==> config.mk <==
export PLATFORM = sky130hd
export DESIGN_NAME = char_lcd_command_sequencer
export DESIGN_NICKNAME = d
export VERILOG_FILES = /design/src/rtl/lcd_seq_pkg.sv /design/src/rtl/lcd_seq_ctrl.sv /design/src/rtl/lcd_seq_dp.sv /design/src/rtl/char_lcd_command_sequencer.sv
export VERILOG_INCLUDE_DIRS = /design/src /design/src/rtl
export SDC_FILE = /design/constraint.sdc
export NUM_CORES = 1
export LEC_CHECK = 0
export ABC_AREA = 1
export BUFFER_PORTS_ARGS = -buffer_cell sky130_fd_sc_hd__buf_4
export CORE_MARGIN = 8
export CORE_UTILIZATION = 58
export CTS_BUF_LIST = sky130_fd_sc_hd__clkbuf_16
export DETAILED_ROUTE_END_ITERATION = 8
export MAX_ROUTING_LAYER = met4
export PLACE_DENSITY = 0.81
export SYNTH_ARGS = -nofsm -noshare
export SYNTH_HDL_FRONTEND = slang
export SYNTH_HIERARCHICAL = 1
export SYNTH_SLANG_ARGS = --single-unit
==> constraint.sdc <==
create_clock -name clock -period 2.3 [get_ports clock]
set_clock_uncertainty 0.1 [all_clocks]
set_input_delay 0.46 -clock clock [delete_from_list [all_inputs] [get_ports clock]]
set_output_delay 0.46 -clock clock [all_outputs]
set_load 0.03 [all_outputs]
==> src/rtl/assert_macros.svh <==
// assertion helpers for the rtl
`ifndef ASSERT_MACROS_SVH
`define ASSERT_MACROS_SVH

// checked only outside reset
`define LCD_ASSERT(lbl, clk, rst, prop, msg) \
   lbl: assert property (@(posedge clk) disable iff (rst) prop) else $error(msg);

// checked on every edge, reset included
`define LCD_ASSERT_ALWAYS(lbl, clk, prop, msg) \
   lbl: assert property (@(posedge clk) prop) else $error(msg);

`endif

==> src/rtl/lcd_seq_pkg.sv <==
package lcd_seq_pkg;

   localparam int CURSOR_W = 6;
   localparam int SHIFT_W  = 4;
   localparam int MAX_COL  = 16;

   localparam logic [1:0] REQ_INIT   = 2'd0;
   localparam logic [1:0] REQ_CHAR   = 2'd1;
   localparam logic [1:0] REQ_CURSOR = 2'd2;
   localparam logic [1:0] REQ_CLEAR  = 2'd3;

   localparam logic [7:0] CMD_WAKE     = 8'h30;
   localparam logic [7:0] CMD_NIB_MODE = 8'h20;
   localparam logic [7:0] CMD_FSET_8   = 8'h38;
   localparam logic [7:0] CMD_FSET_4   = 8'h28;
   localparam logic [7:0] CMD_DISP_ON  = 8'h0E;
   localparam logic [7:0] CMD_ENTRY    = 8'h06;
   localparam logic [7:0] CMD_CLEAR    = 8'h01;
   localparam logic [7:0] CMD_HOME     = 8'h02;
   localparam logic [7:0] CMD_LINE2    = 8'hC0;
   localparam logic [7:0] CMD_SHIFT_R  = 8'h14;

   localparam logic [1:0] WAKE_LAST = 2'd2;

   typedef struct packed {
      logic [1:0] req_type;
      logic [7:0] char_code;
      logic [1:0] row;
      logic [4:0] col;
   } lcd_req_type;

   typedef struct packed {
      logic       reg_select;
      logic [7:0] bus_value;
      logic       last;
   } lcd_rsp_type;

   typedef enum logic [3:0] {
      S_IDLE,
      S_WAKE,
      S_NIB,
      S_FSET,
      S_DISP,
      S_ENTRY,
      S_CLEAR,
      S_HOME,
      S_CHAR,
      S_LINE2,
      S_SHIFT
   } lcd_state_type;

   typedef enum logic [3:0] {
      SEL_WAKE,
      SEL_NIB,
      SEL_FSET,
      SEL_DISP,
      SEL_ENTRY,
      SEL_CLEAR,
      SEL_HOME,
      SEL_CHAR,
      SEL_LINE2,
      SEL_SHIFT
   } lcd_sel_type;

   typedef struct packed {
      logic        take;
      logic        emit;
      lcd_sel_type sel;
      logic        raw;
      logic        phase;
      logic        last;
   } lcd_cmd_type;

   typedef struct packed {
      logic               mode4;
      logic               can_emit;
      logic               wrap;
      logic [SHIFT_W-1:0] shifts;
   } lcd_status_type;

endpackage

==> src/rtl/lcd_seq_ctrl.sv <==
`include "assert_macros.svh"

module lcd_seq_ctrl (
   input  logic                        clock,
   input  logic                        reset,
   input  logic                        req_valid,
   input  lcd_seq_pkg::lcd_req_type    req_item,
   output logic                        req_stall,
   input  lcd_seq_pkg::lcd_status_type status,
   output lcd_seq_pkg::lcd_cmd_type    cmd
);

   lcd_seq_pkg::lcd_state_type state_ff, state_in;
   logic                                 phase_ff, phase_in;
   logic [lcd_seq_pkg::SHIFT_W-1:0]      rep_ff, rep_in;
   logic                                 mv_ff, mv_in;
   logic                                 raw;
   logic                                 done;

   assign raw  = (state_ff == lcd_seq_pkg::S_WAKE) || (state_ff == lcd_seq_pkg::S_NIB);
   // a byte is complete after one strobe, or after the low nibble
   assign done = raw || !status.mode4 || phase_ff;

   always_comb begin
      state_in = state_ff;
      phase_in = phase_ff;
      rep_in   = rep_ff;
      mv_in    = mv_ff;
      if (state_ff == lcd_seq_pkg::S_IDLE) begin
         if (req_valid) begin
            phase_in = 1'b0;
            rep_in   = '0;
            mv_in    = 1'b0;
            unique case (req_item.req_type)
               lcd_seq_pkg::REQ_INIT:  state_in = lcd_seq_pkg::S_WAKE;
               lcd_seq_pkg::REQ_CHAR:  state_in = lcd_seq_pkg::S_CHAR;
               lcd_seq_pkg::REQ_CLEAR: state_in = lcd_seq_pkg::S_CLEAR;
               lcd_seq_pkg::REQ_CURSOR: begin
                  mv_in = 1'b1;
                  if (req_item.row == 2'd1) begin
                     state_in = lcd_seq_pkg::S_HOME;
                  end else if (req_item.row == 2'd2) begin
                     state_in = lcd_seq_pkg::S_LINE2;
                  end
               end
               default: state_in = lcd_seq_pkg::S_IDLE;
            endcase
         end
      end else if (status.can_emit) begin
         if (!done) begin
            phase_in = 1'b1;
         end else begin
            phase_in = 1'b0;
            unique case (state_ff)
               lcd_seq_pkg::S_WAKE: begin
                  if (rep_ff == lcd_seq_pkg::SHIFT_W'(lcd_seq_pkg::WAKE_LAST)) begin
                     rep_in   = '0;
                     state_in = status.mode4 ? lcd_seq_pkg::S_NIB : lcd_seq_pkg::S_FSET;
                  end else begin
                     rep_in = rep_ff + 1'b1;
                  end
               end
               lcd_seq_pkg::S_NIB:   state_in = lcd_seq_pkg::S_FSET;
               lcd_seq_pkg::S_FSET:  state_in = lcd_seq_pkg::S_DISP;
               lcd_seq_pkg::S_DISP:  state_in = lcd_seq_pkg::S_ENTRY;
               lcd_seq_pkg::S_ENTRY: state_in = lcd_seq_pkg::S_CLEAR;
               lcd_seq_pkg::S_CLEAR: state_in = lcd_seq_pkg::S_HOME;
               lcd_seq_pkg::S_HOME, lcd_seq_pkg::S_LINE2: begin
                  rep_in   = '0;
                  state_in = (mv_ff && status.shifts != '0) ? lcd_seq_pkg::S_SHIFT
                                                            : lcd_seq_pkg::S_IDLE;
               end
               lcd_seq_pkg::S_CHAR:
                  state_in = status.wrap ? lcd_seq_pkg::S_LINE2 : lcd_seq_pkg::S_IDLE;
               lcd_seq_pkg::S_SHIFT: begin
                  if (lcd_seq_pkg::SHIFT_W'(rep_ff + 1'b1) == status.shifts) begin
                     state_in = lcd_seq_pkg::S_IDLE;
                  end else begin
                     rep_in = rep_ff + 1'b1;
                  end
               end
               default: state_in = lcd_seq_pkg::S_IDLE;
            endcase
         end
      end
   end

   always_comb begin
      req_stall = (state_ff != lcd_seq_pkg::S_IDLE);
      cmd.take  = (state_ff == lcd_seq_pkg::S_IDLE) && req_valid;
      cmd.emit  = (state_ff != lcd_seq_pkg::S_IDLE) && status.can_emit;
      cmd.raw   = raw;
      cmd.phase = phase_ff;
      cmd.last  = done && (state_in == lcd_seq_pkg::S_IDLE);
      unique case (state_ff)
         lcd_seq_pkg::S_WAKE:  cmd.sel = lcd_seq_pkg::SEL_WAKE;
         lcd_seq_pkg::S_NIB:   cmd.sel = lcd_seq_pkg::SEL_NIB;
         lcd_seq_pkg::S_FSET:  cmd.sel = lcd_seq_pkg::SEL_FSET;
         lcd_seq_pkg::S_DISP:  cmd.sel = lcd_seq_pkg::SEL_DISP;
         lcd_seq_pkg::S_ENTRY: cmd.sel = lcd_seq_pkg::SEL_ENTRY;
         lcd_seq_pkg::S_CLEAR: cmd.sel = lcd_seq_pkg::SEL_CLEAR;
         lcd_seq_pkg::S_HOME:  cmd.sel = lcd_seq_pkg::SEL_HOME;
         lcd_seq_pkg::S_CHAR:  cmd.sel = lcd_seq_pkg::SEL_CHAR;
         lcd_seq_pkg::S_LINE2: cmd.sel = lcd_seq_pkg::SEL_LINE2;
         lcd_seq_pkg::S_SHIFT: cmd.sel = lcd_seq_pkg::SEL_SHIFT;
         default:              cmd.sel = lcd_seq_pkg::SEL_HOME;
      endcase
   end

   always_ff @(posedge clock) begin
      if (reset) begin
         state_ff <= lcd_seq_pkg::S_IDLE;
         phase_ff <= 1'b0;
         rep_ff   <= '0;
         mv_ff    <= 1'b0;
      end else begin
         state_ff <= state_in;
         phase_ff <= phase_in;
         rep_ff   <= rep_in;
         mv_ff    <= mv_in;
      end
   end

   `LCD_ASSERT_ALWAYS(a_reset_idle, clock, reset |=> state_ff == lcd_seq_pkg::S_IDLE, "not idle after reset")
   `LCD_ASSERT(a_last_ends, clock, reset, cmd.emit && cmd.last |=> state_ff == lcd_seq_pkg::S_IDLE, "busy after final strobe")
   `LCD_ASSERT(a_phase_mode, clock, reset, phase_ff |-> status.mode4, "nibble phase on eight-bit bus")
   `LCD_ASSERT(a_wake_count, clock, reset, state_ff == lcd_seq_pkg::S_WAKE |-> rep_ff <= lcd_seq_pkg::SHIFT_W'(lcd_seq_pkg::WAKE_LAST), "wake count overrun")

endmodule

==> src/rtl/lcd_seq_dp.sv <==
module lcd_seq_dp #(
   parameter int LINE_WIDTH = 16
) (
   input  logic                        clock,
   input  logic                        reset,
   input  lcd_seq_pkg::lcd_req_type    req_item,
   input  logic                        csr_valid,
   input  logic                        csr_data,
   output logic                        csr_ready,
   output logic                        rsp_valid,
   output lcd_seq_pkg::lcd_rsp_type    rsp_item,
   input  logic                        rsp_stall,
   input  lcd_seq_pkg::lcd_cmd_type    cmd,
   output lcd_seq_pkg::lcd_status_type status
);

   localparam logic [lcd_seq_pkg::CURSOR_W-1:0] LW = lcd_seq_pkg::CURSOR_W'(LINE_WIDTH);

   logic                                mode_ff;
   logic [lcd_seq_pkg::CURSOR_W-1:0]    cursor_ff, cursor_in;
   logic                                wrap_ff, wrap_in;
   logic [lcd_seq_pkg::SHIFT_W-1:0]     shifts_ff, shifts_in;
   logic [7:0]                          char_ff;
   logic                                rsp_valid_ff;
   lcd_seq_pkg::lcd_rsp_type            rsp_item_ff, rsp_item_in;
   logic [lcd_seq_pkg::CURSOR_W-1:0]    cursor_inc;
   logic [4:0]                          col_sat;
   logic [7:0]                          cmd_byte;

   assign csr_ready = 1'b1;

   assign cursor_inc = cursor_ff + 1'b1;

   always_comb begin
      if (req_item.col == 5'd0) begin
         col_sat = 5'd1;
      end else if (req_item.col > 5'(lcd_seq_pkg::MAX_COL)) begin
         col_sat = 5'(lcd_seq_pkg::MAX_COL);
      end else begin
         col_sat = req_item.col;
      end
   end

   // cursor bookkeeping is done once, when the item is taken
   always_comb begin
      cursor_in = cursor_ff;
      wrap_in   = cursor_inc == LW;
      shifts_in = lcd_seq_pkg::SHIFT_W'(col_sat - 5'd1);
      unique case (req_item.req_type)
         lcd_seq_pkg::REQ_INIT, lcd_seq_pkg::REQ_CLEAR: cursor_in = '0;
         lcd_seq_pkg::REQ_CHAR: cursor_in = cursor_inc;
         lcd_seq_pkg::REQ_CURSOR: begin
            if (req_item.row == 2'd1) begin
               cursor_in = lcd_seq_pkg::CURSOR_W'(col_sat - 5'd1);
            end else if (req_item.row == 2'd2) begin
               cursor_in = lcd_seq_pkg::CURSOR_W'(LW - 1'b1 + lcd_seq_pkg::CURSOR_W'(col_sat));
            end
         end
         default: cursor_in = cursor_ff;
      endcase
   end

   always_comb begin
      unique case (cmd.sel)
         lcd_seq_pkg::SEL_WAKE:  cmd_byte = lcd_seq_pkg::CMD_WAKE;
         lcd_seq_pkg::SEL_NIB:   cmd_byte = lcd_seq_pkg::CMD_NIB_MODE;
         lcd_seq_pkg::SEL_FSET:  cmd_byte = mode_ff ? lcd_seq_pkg::CMD_FSET_4
                                                    : lcd_seq_pkg::CMD_FSET_8;
         lcd_seq_pkg::SEL_DISP:  cmd_byte = lcd_seq_pkg::CMD_DISP_ON;
         lcd_seq_pkg::SEL_ENTRY: cmd_byte = lcd_seq_pkg::CMD_ENTRY;
         lcd_seq_pkg::SEL_CLEAR: cmd_byte = lcd_seq_pkg::CMD_CLEAR;
         lcd_seq_pkg::SEL_HOME:  cmd_byte = lcd_seq_pkg::CMD_HOME;
         lcd_seq_pkg::SEL_CHAR:  cmd_byte = char_ff;
         lcd_seq_pkg::SEL_LINE2: cmd_byte = lcd_seq_pkg::CMD_LINE2;
         lcd_seq_pkg::SEL_SHIFT: cmd_byte = lcd_seq_pkg::CMD_SHIFT_R;
         default:                cmd_byte = lcd_seq_pkg::CMD_HOME;
      endcase
   end

   always_comb begin
      rsp_item_in.reg_select = (cmd.sel == lcd_seq_pkg::SEL_CHAR);
      rsp_item_in.last       = cmd.last;
      if (cmd.raw || !mode_ff) begin
         rsp_item_in.bus_value = cmd_byte;
      end else if (cmd.phase) begin
         rsp_item_in.bus_value = {cmd_byte[3:0], 4'h0};
      end else begin
         rsp_item_in.bus_value = {cmd_byte[7:4], 4'h0};
      end
   end

   always_comb begin
      status.mode4    = mode_ff;
      status.can_emit = !rsp_valid_ff || !rsp_stall;
      status.wrap     = wrap_ff;
      status.shifts   = shifts_ff;
   end

   assign rsp_valid = rsp_valid_ff;
   assign rsp_item  = rsp_item_ff;

   always_ff @(posedge clock) begin
      if (reset) begin
         mode_ff      <= 1'b0;
         cursor_ff    <= '0;
         rsp_valid_ff <= 1'b0;
      end else begin
         if (csr_valid && csr_ready) begin
            mode_ff <= csr_data;
         end
         if (cmd.take) begin
            cursor_ff <= cursor_in;
         end
         if (cmd.emit) begin
            rsp_valid_ff <= 1'b1;
         end else if (!rsp_stall) begin
            rsp_valid_ff <= 1'b0;
         end
      end
   end

   always_ff @(posedge clock) begin
      if (cmd.take) begin
         wrap_ff   <= wrap_in;
         shifts_ff <= shifts_in;
         char_ff   <= req_item.char_code;
      end
      if (cmd.emit) begin
         rsp_item_ff <= rsp_item_in;
      end
   end

endmodule

==> src/rtl/char_lcd_command_sequencer.sv <==
// the request is registered into the sequencer state, and each strobe item into the output register
// throughput: one strobe per cycle while rsp_stall is low; a new request is taken only when the
// sequencer is back in idle, since the state machine steps one strobe at a time through the single
// output register
// reset (synchronous, active high): sequencer idle, output empty, column
// counter zero, eight-bit bus mode
module char_lcd_command_sequencer #(
   parameter int LINE_WIDTH = 16
) (
   input  logic                     clock,
   input  logic                     reset,
   // request items
   input  logic                     req_valid,
   output logic                     req_stall,
   input  lcd_seq_pkg::lcd_req_type req_item,
   // strobe items toward the lcd bus
   output logic                     rsp_valid,
   input  logic                     rsp_stall,
   output lcd_seq_pkg::lcd_rsp_type rsp_item,
   // bus mode register write
   input  logic                     csr_valid,
   output logic                     csr_ready,
   input  logic                     csr_data
);

   // controller to datapath: take / emit strobes, byte select, nibble phase
   lcd_seq_pkg::lcd_cmd_type    cmd;
   // datapath to controller: bus mode, output space, line wrap, shift count
   lcd_seq_pkg::lcd_status_type status;

   // state machine walks the command list of each request
   lcd_seq_ctrl u_ctrl (
      .clock     (clock),
      .reset     (reset),
      .req_valid (req_valid),
      .req_item  (req_item),
      .req_stall (req_stall),
      .status    (status),
      .cmd       (cmd)
   );

   // request latch, column counter, byte and nibble mux, output register
   lcd_seq_dp #(
      .LINE_WIDTH (LINE_WIDTH)
   ) u_dp (
      .clock     (clock),
      .reset     (reset),
      .req_item  (req_item),
      .csr_valid (csr_valid),
      .csr_data  (csr_data),
      .csr_ready (csr_ready),
      .rsp_valid (rsp_valid),
      .rsp_item  (rsp_item),
      .rsp_stall (rsp_stall),
      .cmd       (cmd),
      .status    (status)
   );

endmodule

Word-level counts from Yosys, hierarchy flattened --
Memory sizes are Yosys's and may differ from the RTL's. A register that Yosys moved wholly into a read port is not among the register bits. Cells that the tools add are included.
Storage, ports and cells: flip-flop bits (word level) 41, bits in read-only memories 64, input port bits 23, memories kept 1
Memory list:
- (name not given) | depth 16, width 4, rd ports 1, clocked after memory_dff 1, write ports 0, RTL line lcd_seq_ctrl.sv:95 | unique case (state_ff)
Operators by class: add/subtract/negate cells 5, $lt $le $gt $ge 1, equality and inequality tests 30, multiplexer cells 37, reduce and logical (&&, ||, !) cells 27
Operator list (count):
- 8-bit case mux with 9 select lines | 1
- 4-bit two-way mux | 17
- 4-bit case mux with 9 select lines | 1
- 4-bit by 3-bit equality test with 1-bit output (second input constant) | 7
- 4-bit by 2-bit equality test with 1-bit output (second input constant) | 5
- 4-bit equality test (second input constant) | 5
- 6-bit case mux with 3 select lines | 1
- 8-bit two-way mux | 2
- 4-bit case mux with 4 select lines | 1
- 5-bit two-way mux | 3
- 4-bit logical NOT | 3
- 6-bit two-way mux | 2
- 4-bit case mux with 3 select lines | 1
- 4-bit nonzero test | 3
- 4-bit by 1-bit equality test with 1-bit output (second input constant) | 2
- 1-bit two-way mux | 8
- 4-bit by 5-bit adder with 6-bit output (first input constant) | 1
- 6-bit by 1-bit adder with 6-bit output (second input constant) | 1
- 2-bit equality test (second input constant) | 3
- 6-bit by 5-bit equality test with 1-bit output (second input constant) | 1
- 2-bit AND reduction | 3
- 5-bit by 1-bit subtractor with 6-bit output (second input constant) | 1
- 5-bit > comparator (second input constant) | 1
- 5-bit logical NOT | 1
- other kinds (15) | 26

Longest topological paths before layout --
Gate-level depths: netlist (run 1).
depth after elaboration 9, depth in mapped cells 19, depth with buffers taken out 19

By module --
The synthesis (run 1) kept the hierarchy.
Modules (own cells, without submodules):
- lcd_seq_dp | instances 1, cells each 179, area each 1597.8 um^2, seq. area each 850.8 um^2
- lcd_seq_ctrl | instances 1, cells each 204, area each 1241.2 um^2, seq. area each 280.3 um^2

Worst setup path before layout (run 1) --
No wires, ideal clock.
path kind reg2reg, start register u_ctrl/rep_ff[0] (netlist bit), end register u_ctrl/cmd[3] (netlist name), library setup time 114 ps, data arrival time 1926 ps, required time 2086 ps, setup slack 160 ps, stages on the path, launching flop included 20, buffers on the path 0, clock period less this slack 2140 ps, path through dfxtp_1 > inv_1 > ha_1 > inv_1 > nand2_1 > nand2_1 > nand3_1 > nor2_1 > nand2_1 > nand2_1 > nand3_1 > nand2_1 > nand3_1 > nand2_1 > inv_1 > ha_1 > nand2_1 > nand2_1 > nand2_1 > nand2_1
On the way: longest elaborated chain between the ends 8
RTL lines:
- start: declaration | RTL line lcd_seq_ctrl.sv:15 | logic [lcd_seq_pkg::SHIFT_W-1:0] rep_ff, rep_in;
- start signal: assignment | RTL line lcd_seq_ctrl.sv:119 | rep_ff <= rep_in;
- 4-bit by 1-bit adder with 4-bit output | RTL line lcd_seq_ctrl.sv:76 | if (lcd_seq_pkg::SHIFT_W'(rep_ff + 1'b1) == status.shifts) begin
- 4-bit equality test | RTL line lcd_seq_ctrl.sv:76
- 4-bit two-way mux | RTL line lcd_seq_ctrl.sv:76
- 4-bit case mux with 9 select lines * | RTL line lcd_seq_ctrl.sv:54 | unique case (state_ff)
- 4-bit two-way mux * | RTL line lcd_seq_ctrl.sv:50 | if (!done) begin
- 4-bit two-way mux * | RTL line lcd_seq_ctrl.sv:49 | end else if (status.can_emit) begin
- 4-bit two-way mux * | RTL line lcd_seq_ctrl.sv:29 | if (state_ff == lcd_seq_pkg::S_IDLE) begin
- 4-bit two-way mux (no line) *
Mark *: on every way between the ends. The rest lies on a longest branch, timed or not. A chain may end at the register's enable or synchronous reset.

==> summary.md, run 1 <==
| Metric | Value |
|---|---|
| FF+latch count, synth | 45 |
| Crit Path Max Fanout | 5 |
| Post-Synthesis Cell Area | 0.002839 mm2 |
| Vias in the first global route | 2386 |
| GPL Wtd Cong | 0.8915 |
| Final hold violation count | 0 |
| Critical Path End Type | flip-flop |
| Minimum clock period | 2.166 ns |
| CTS max path bufs | 2 |
| CTS Buf Count | 5 |
| Outcome | finished clean |
| Remaining antenna violation count | 0 |
| Post-route DRC | 0 |
| DR vias/cell | 5.191 |
| Leading cell types in the layout, fill and taps excluded | nand2_1, inv_1, buf_4, nor2_1, nand3_1 |
| Critical Path, Cell by Cell | buf_6 -> ha_4 -> inv_2 -> nand2_2 -> nand3_2 -> nand2_1 -> nor2_1 -> nand2_1 -> nand2_2 -> buf_4 -> nand2_1 -> nand2_1 -> nand3_1 -> inv_1 -> nand2_1 -> nor2_1 |
| Slew Viols, Final | 0 |
| Pwr/cell area | 1197 mW/mm2 |
| Syn_nets | 417 |
| WL/cell | 12.97 um |
| Leakage power | 1.592 nW |
| Clock-pin slew of the registers on the worst-case setup and hold paths | 0.06 ns |
| CTS tree | done |
| Wirelength, routed | 6.366 mm |
| Final setup viols | 0 |
| Final #Nets | 457 |
| HP Class | input port to flip-flop |
| Initial antenna violation count | 0 |
| Worst path slowest cell | dfxtp_2 |
| Max Cap Violations | 0 |
| Initial cell density of the core | 60.11% |
| GR Overflow Total | 0 |
| Sequential cell area fraction in the yosys report | 39.84% |
| Most frequent CP cell | nand2_1 |
| Crit path launch type | flip-flop |
| Post-synth top area share | 24.33% |
| Data required, critical path | 2.33 ns |
| Detailed-route via count | 2549 |
| Clk sinks | 45 |
| First-pass GRT wire length | 10.58 mm |
| WS Path Type | flip-flop to flip-flop |
| Fin crit share | 94.19% |
| Yosys warnings | 6 |
| I/O pin count | 36 |
| CORE AREA | 0.004723 mm2 |
| Max IR drop VDD | 0.5071 mV |
| Syn avg cell area | 7.412 um2 |
| Row Count | 25 |
| Worst-skew pair later-pin latency | 0.29 ns |
| Max incr delay on CP | 0.33 ns |
| Antenna cell count | 0 |
| Worst Path Arrival | 2.20 ns |
| Initial DRC count | 138 |
| Layout cells sized above 1 | 24.06% |
| Post-DP HPWL | 4.771 mm |
| DR pass1 iterations | 4 |
| GRT Resource Usage Total | 17.87% |
| Die Ht | 85.96 um |
| Root Driver | clkbuf_16 |
| FMAX | 0.4616 GHz |
| Die area | 0.007389 mm2 |
| Port buffer count | 34 |
| Hold_ws | 0.2508 ns |
| H-Tree Depth | 2 |
| Synth area leaders | edfxtp_1, dfxtp_1, nand2_1, inv_1, ha_1 |
| Cells after synthesis | 383 |
| DIE WIDTH | 85.96 um |
| Area Growth Syn to Fin | 20.19% |
| Largest net degree at the start of global routing | 15 |
| Most common cell after layout, fill and taps aside | nand2_1 |
| Yosys top cell by area | edfxtp_1 |
| Pwr Total | 4.084 mW |
| Synth cell types | 40 |
| Final Util | 72.24% |
[area by class of cell]
type / instances / area [um2]
clock buffers: 5 / 125.1
clock inverters: 3 / 42.54
fillers: 357 / 1311
inverters: 58 / 225.2
multi-input cells: 273 / 1498
flip-flops and latches: 45 / 1134
well taps: 67 / 83.83
repair buffers: 40 / 304.0
[critical path: cells and delay by family (launching register included)]
family        cells  cell delay (ns)
buf+inv           4             0.46
simple gates     11             0.96
fa+ha+maj         1             0.16
flops             1             0.33
[Yosys cell counts (all sizes together)]
| cell | number |
|---|---|
| o211ai | 3 |
| a211oi | 1 |
| buf | 5 |
| inv | 56 |
| clkinv | 2 |
| xnor2 | 2 |
| nand2 | 121 |
| conb | 1 |
| nand4 | 5 |
| and3 | 1 |
| a22oi | 1 |
| nor2 | 37 |
| nand3b | 1 |
| xor2 | 2 |
| edfxtp | 23 |
| nor3 | 2 |
| o22ai | 2 |
| ha | 11 |
| o21bai | 2 |
| dfxtp | 22 |
| a31oi | 1 |
| a21oi | 24 |
| or2 | 2 |
| nand3 | 31 |
| o21ai | 23 |
| clkbuf | 2 |
[logic make-up (layout without fill, tap and decap cells)]
family,Yosys count,in the layout,share of synthesized area [%]
AND/OR/NAND/NOR,200,200,32.70
buffers and inverters,65,106,9.520
AO/OA/AOI/OAI,57,57,11.46
flip-flops,45,45,39.84
adder cells (fa/ha/maj),11,11,4.848
XOR/XNOR,4,4,1.499
other,1,1,0.1321
[repair_timing]
item                                    CTS  global route
hold buffers                              0             0
gates resized for setup                   0            15
endpoints found under the setup margin    0             5
setup buffers                             0             1
[final timing paths]
check / to / slack [ns] / from / depth (start not counted)
setup reg to reg: u_dp/rsp_item[0] / 0.13 / u_ctrl/rep_ff[0] / 16
hold reg to reg: u_ctrl/mv_ff / 0.37 / u_ctrl/mv_ff / 2
setup / recovery: u_dp/rsp_item[0] / 0.13 / u_ctrl/rep_ff[0] / 16
hold / removal: u_dp/char_ff[3] / 0.25 / req_item[10] / 1
[through the flow]
step | instance area, um2 | std cells | setup slack [ns] | setup TNS, ns
floorplan | 2839 | 383 | 0.1602 | 0
global placement | 3171 | 482 | 0.1387 | 0
detailed placement | 3171 | 482 | 0.05857 | 0
CTS | 3338 | 490 | 0.01082 | 0
global route | 3412 | 491 | -0.04201 | -0.04666
finish | 3412 | 491 | 0.1337 | 0
[power breakdown]
group          internal [mW]  switching, mW  total [mW]
sequential              1.17          0.148        1.31
clock                  0.510          0.295       0.805
combinational          0.667           1.30        1.96
[sequential cells by signal, summed over array words and instances, names as in the netlist]
signal	flops
u_ctrl/cmd	4
u_ctrl/mv_ff	1
u_ctrl/phase_ff	1
u_ctrl/rep_ff	4
u_ctrl/state_ff	4
u_dp/char_ff	8
u_dp/cursor_ff	6
u_dp/mode_ff	1
u_dp/rsp_item	10
u_dp/rsp_valid	1
u_dp/shifts_ff	4
u_dp/wrap_ff	1
[per-layer routing]
metal / up-vias / wire length [um] / GRT usage, %
met5: - / 0 / -
met4: 0 / 57 / 5.255
met3: 6 / 289 / 3.916
met2: 61 / 3097 / 29.46
met1: 1161 / 2922 / 21.28
li1: 1321 / - / -
Power figures use the tool's default switching activity.
==> inputs of run 2 (changes only) <==
- SYNTH_HIERARCHICAL: 1 -> not set
==> summary.md, run 2 <==
| Metric | Value |
|---|---|
| Port buffer count | 34 |
| I/O pin count | 36 |
| Post-DP HPWL | 4.893 mm |
| Post-synth top area share | 25.05% |
| Detailed-route via count | 2439 |
| Synth area leaders | edfxtp_1, dfxtp_1, nand2_1, inv_1, ha_1 |
| Synth cell count leaders | nand2_1, inv_1, nor2_1, edfxtp_1, dfxtp_1 |
| First-pass GRT wire length | 10.87 mm |
| CTS max path bufs | 2 |
| Sequential cell area fraction in the yosys report | 41.02% |
| # fillers | 397 |
| Post-Synthesis Cell Area | 0.002758 mm2 |
| Clk sinks | 45 |
| Cells after synthesis | 356 |
| Final hold violation count | 0 |
| Clock-pin slew of the registers on the worst-case setup and hold paths | 0.07 ns |
| H-Tree Depth | 2 |
| Final setup viols | 0 |
| Pwr/cell area | 872.7 mW/mm2 |
| Most common cell after layout, fill and taps aside | nand2_1 |
| Leading cell types in the layout, fill and taps excluded | nand2_1, inv_1, buf_4, nor2_1, edfxtp_1 |
| Critical Path End Type | flip-flop |
| Yosys top cell by area | edfxtp_1 |
| Ys async rst share | 0% |
| Initial antenna violation count | 0 |
| FF+latch count, synth | 45 |
| Crit path from | u_ctrl.rep_ff[0] |
| Root Driver | clkbuf_16 |
| Post-route DRC | 0 |
| Flip-flop count of the largest register after layout | 10 |
| Area Growth Syn to Fin | 20.87% |
| Minimum clock period | 2.123 ns |
| DR pass1 iterations | 4 |
| WL/cell | 14.00 um |
| Syn_nets | 391 |
| Max Cap Violations | 0 |
| Crit path launch type | flip-flop |
| Outcome | finished clean |
| Min-delay src | req_item[7] |
| Most frequent cell after synthesis | nand2_1 |
| Largest net degree at the start of global routing | 15 |
| CTS tree | done |
| CORE AREA | 0.004661 mm2 |
| Dpl cell area | 0.003129 mm2 |
| Leakage power | 1.583 nW |
| FMAX | 0.4710 GHz |
| Remaining antenna violation count | 0 |
| Syn avg cell area | 7.746 um2 |
| Slew Viols, Final | 0 |
| GPL Wtd Cong | 0.9168 |
| Final Util | 71.52% |
| Max IR drop VDD | 0.4963 mV |
| CTS Buf Count | 5 |
| Antenna cell count | 0 |
| GR Overflow Total | 0 |
| GRT Resource Usage Total | 19.20% |
| Design Area, Final | 0.003333 mm2 |
| Initial DRC count | 300 |
| Synth cell types | 44 |
| Row Count | 25 |
| Fin crit share | 92.30% |
| DIE WIDTH | 84.96 um |
| Yosys warnings | 0 |
| WS Path Type | flip-flop to flip-flop |
| Worst-skew pair later-pin latency | 0.29 ns |
| Critical R2R Launch | u_ctrl.rep_ff[0] |
| Most used DFF post-synth | edfxtp_1 |
| Die Ht | 84.96 um |
| Initial cell density of the core | 59.17% |
| Final #Nets | 438 |
| Wirelength, routed | 6.413 mm |
| Die area | 0.007217 mm2 |
| Crit Path Max Fanout | 4 |
| Post-synth EDFFs | 23 |
| HP Class | input port to flip-flop |
| Layout cells sized above 1 | 25.00% |
| Data required, critical path | 2.44 ns |
| Worst Path Arrival | 2.26 ns |
| Vias in the first global route | 2410 |
| DR vias/cell | 5.325 |
==> run 2: what timing repair did <==
action                                  CTS  global route
hold buffers                              0             0
buffers inserted                          0             1
gates resized for setup                   0            10
endpoints found under the setup margin    0             3
==> run 2: layout make-up <==
class                   count  area [um2]  area share [%]
clock buffers               5       125.1           3.754
multi-input cells         253        1423           42.68
clock inverters             3       42.54           1.276
inverters                  54       207.7           6.231
well taps                  54       67.56           2.027
repair buffers             44       330.3           9.910
flip-flops and latches     45        1137           34.12
==> run 2: cell families (layout without fill, tap and decap cells) <==
kind of cell,after synthesis,count (layout),share of synthesized area (%)
AO/OA/AOI/OAI,59,59,12.61
XOR/XNOR,5,5,1.588
adder cells (fa/ha/maj),12,12,5.445
buffers and inverters,58,106,8.212
flip-flops,45,45,41.02
multiplexers,1,1,0.4083
other,1,1,0.1360
AND/OR/NAND/NOR,175,175,30.58
==> run 2: critical path, cell delays in order (launching register included) <==
cell and delay, ns:
dfxtp_2 0.35, inv_2 0.06, ha_4 0.26, inv_1 0.03, nand2_1 0.04, nand2_1 0.04, nor2_1 0.10, nand2_1 0.09
o21bai_2 0.14, nand2_1 0.07, nand2_1 0.08, nand2_2 0.08, nand2_2 0.11, ha_1 0.28, nand2_2 0.10, nand3_1 0.07
nand2_1 0.06
==> run 2: power by group <==
| part | switching [mW] | internal (mW) | total (mW) |
|---|---|---|---|
| clock network | 0.306 | 0.510 | 0.817 |
| registers | 0.0966 | 1.01 | 1.11 |
| logic | 0.632 | 0.349 | 0.981 |
==> run 2: final timing paths <==
kind | cells after the start | endpoint | slack (ns)
worst max-delay path | 16 | u_ctrl.cmd[5] | 0.18
worst max register to register | 16 | u_ctrl.cmd[5] | 0.18
worst min-delay path | 1 | u_dp.char_ff[0] | 0.24
worst min register to register | 2 | u_dp.cursor_ff[1] | 0.38
==> run 2: per-stage QoR <==
step / TNS, ns / setup WS (ns) / hold WS (ns) / total power, mW / std cells
finish: 0 / 0.1771 / 0.2431 / 2.909 / 458
global route: -0.03181 / -0.02806 / 0.2361 / 3.094 / 458
CTS: 0 / 0.06626 / 0.2390 / 2.896 / 457
detailed placement: 0 / 0.06212 / 0.3695 / 2.073 / 449
global placement: 0 / 0.1101 / 0.3533 / 2.047 / 449
floorplan: 0 / 0.2117 / 0.3300 / 1.775 / 356
==> run 2: per-layer routing <==
| metal | vias up | wire length [um] | global-route usage [%] |
|---|---|---|---|
| met5 | - | 0 | - |
| met4 | 0 | 138 | 8.414 |
| met3 | 11 | 328 | 4.151 |
| met2 | 56 | 3053 | 30.40 |
| met1 | 1118 | 2894 | 22.95 |
| li1 | 1254 | - | - |
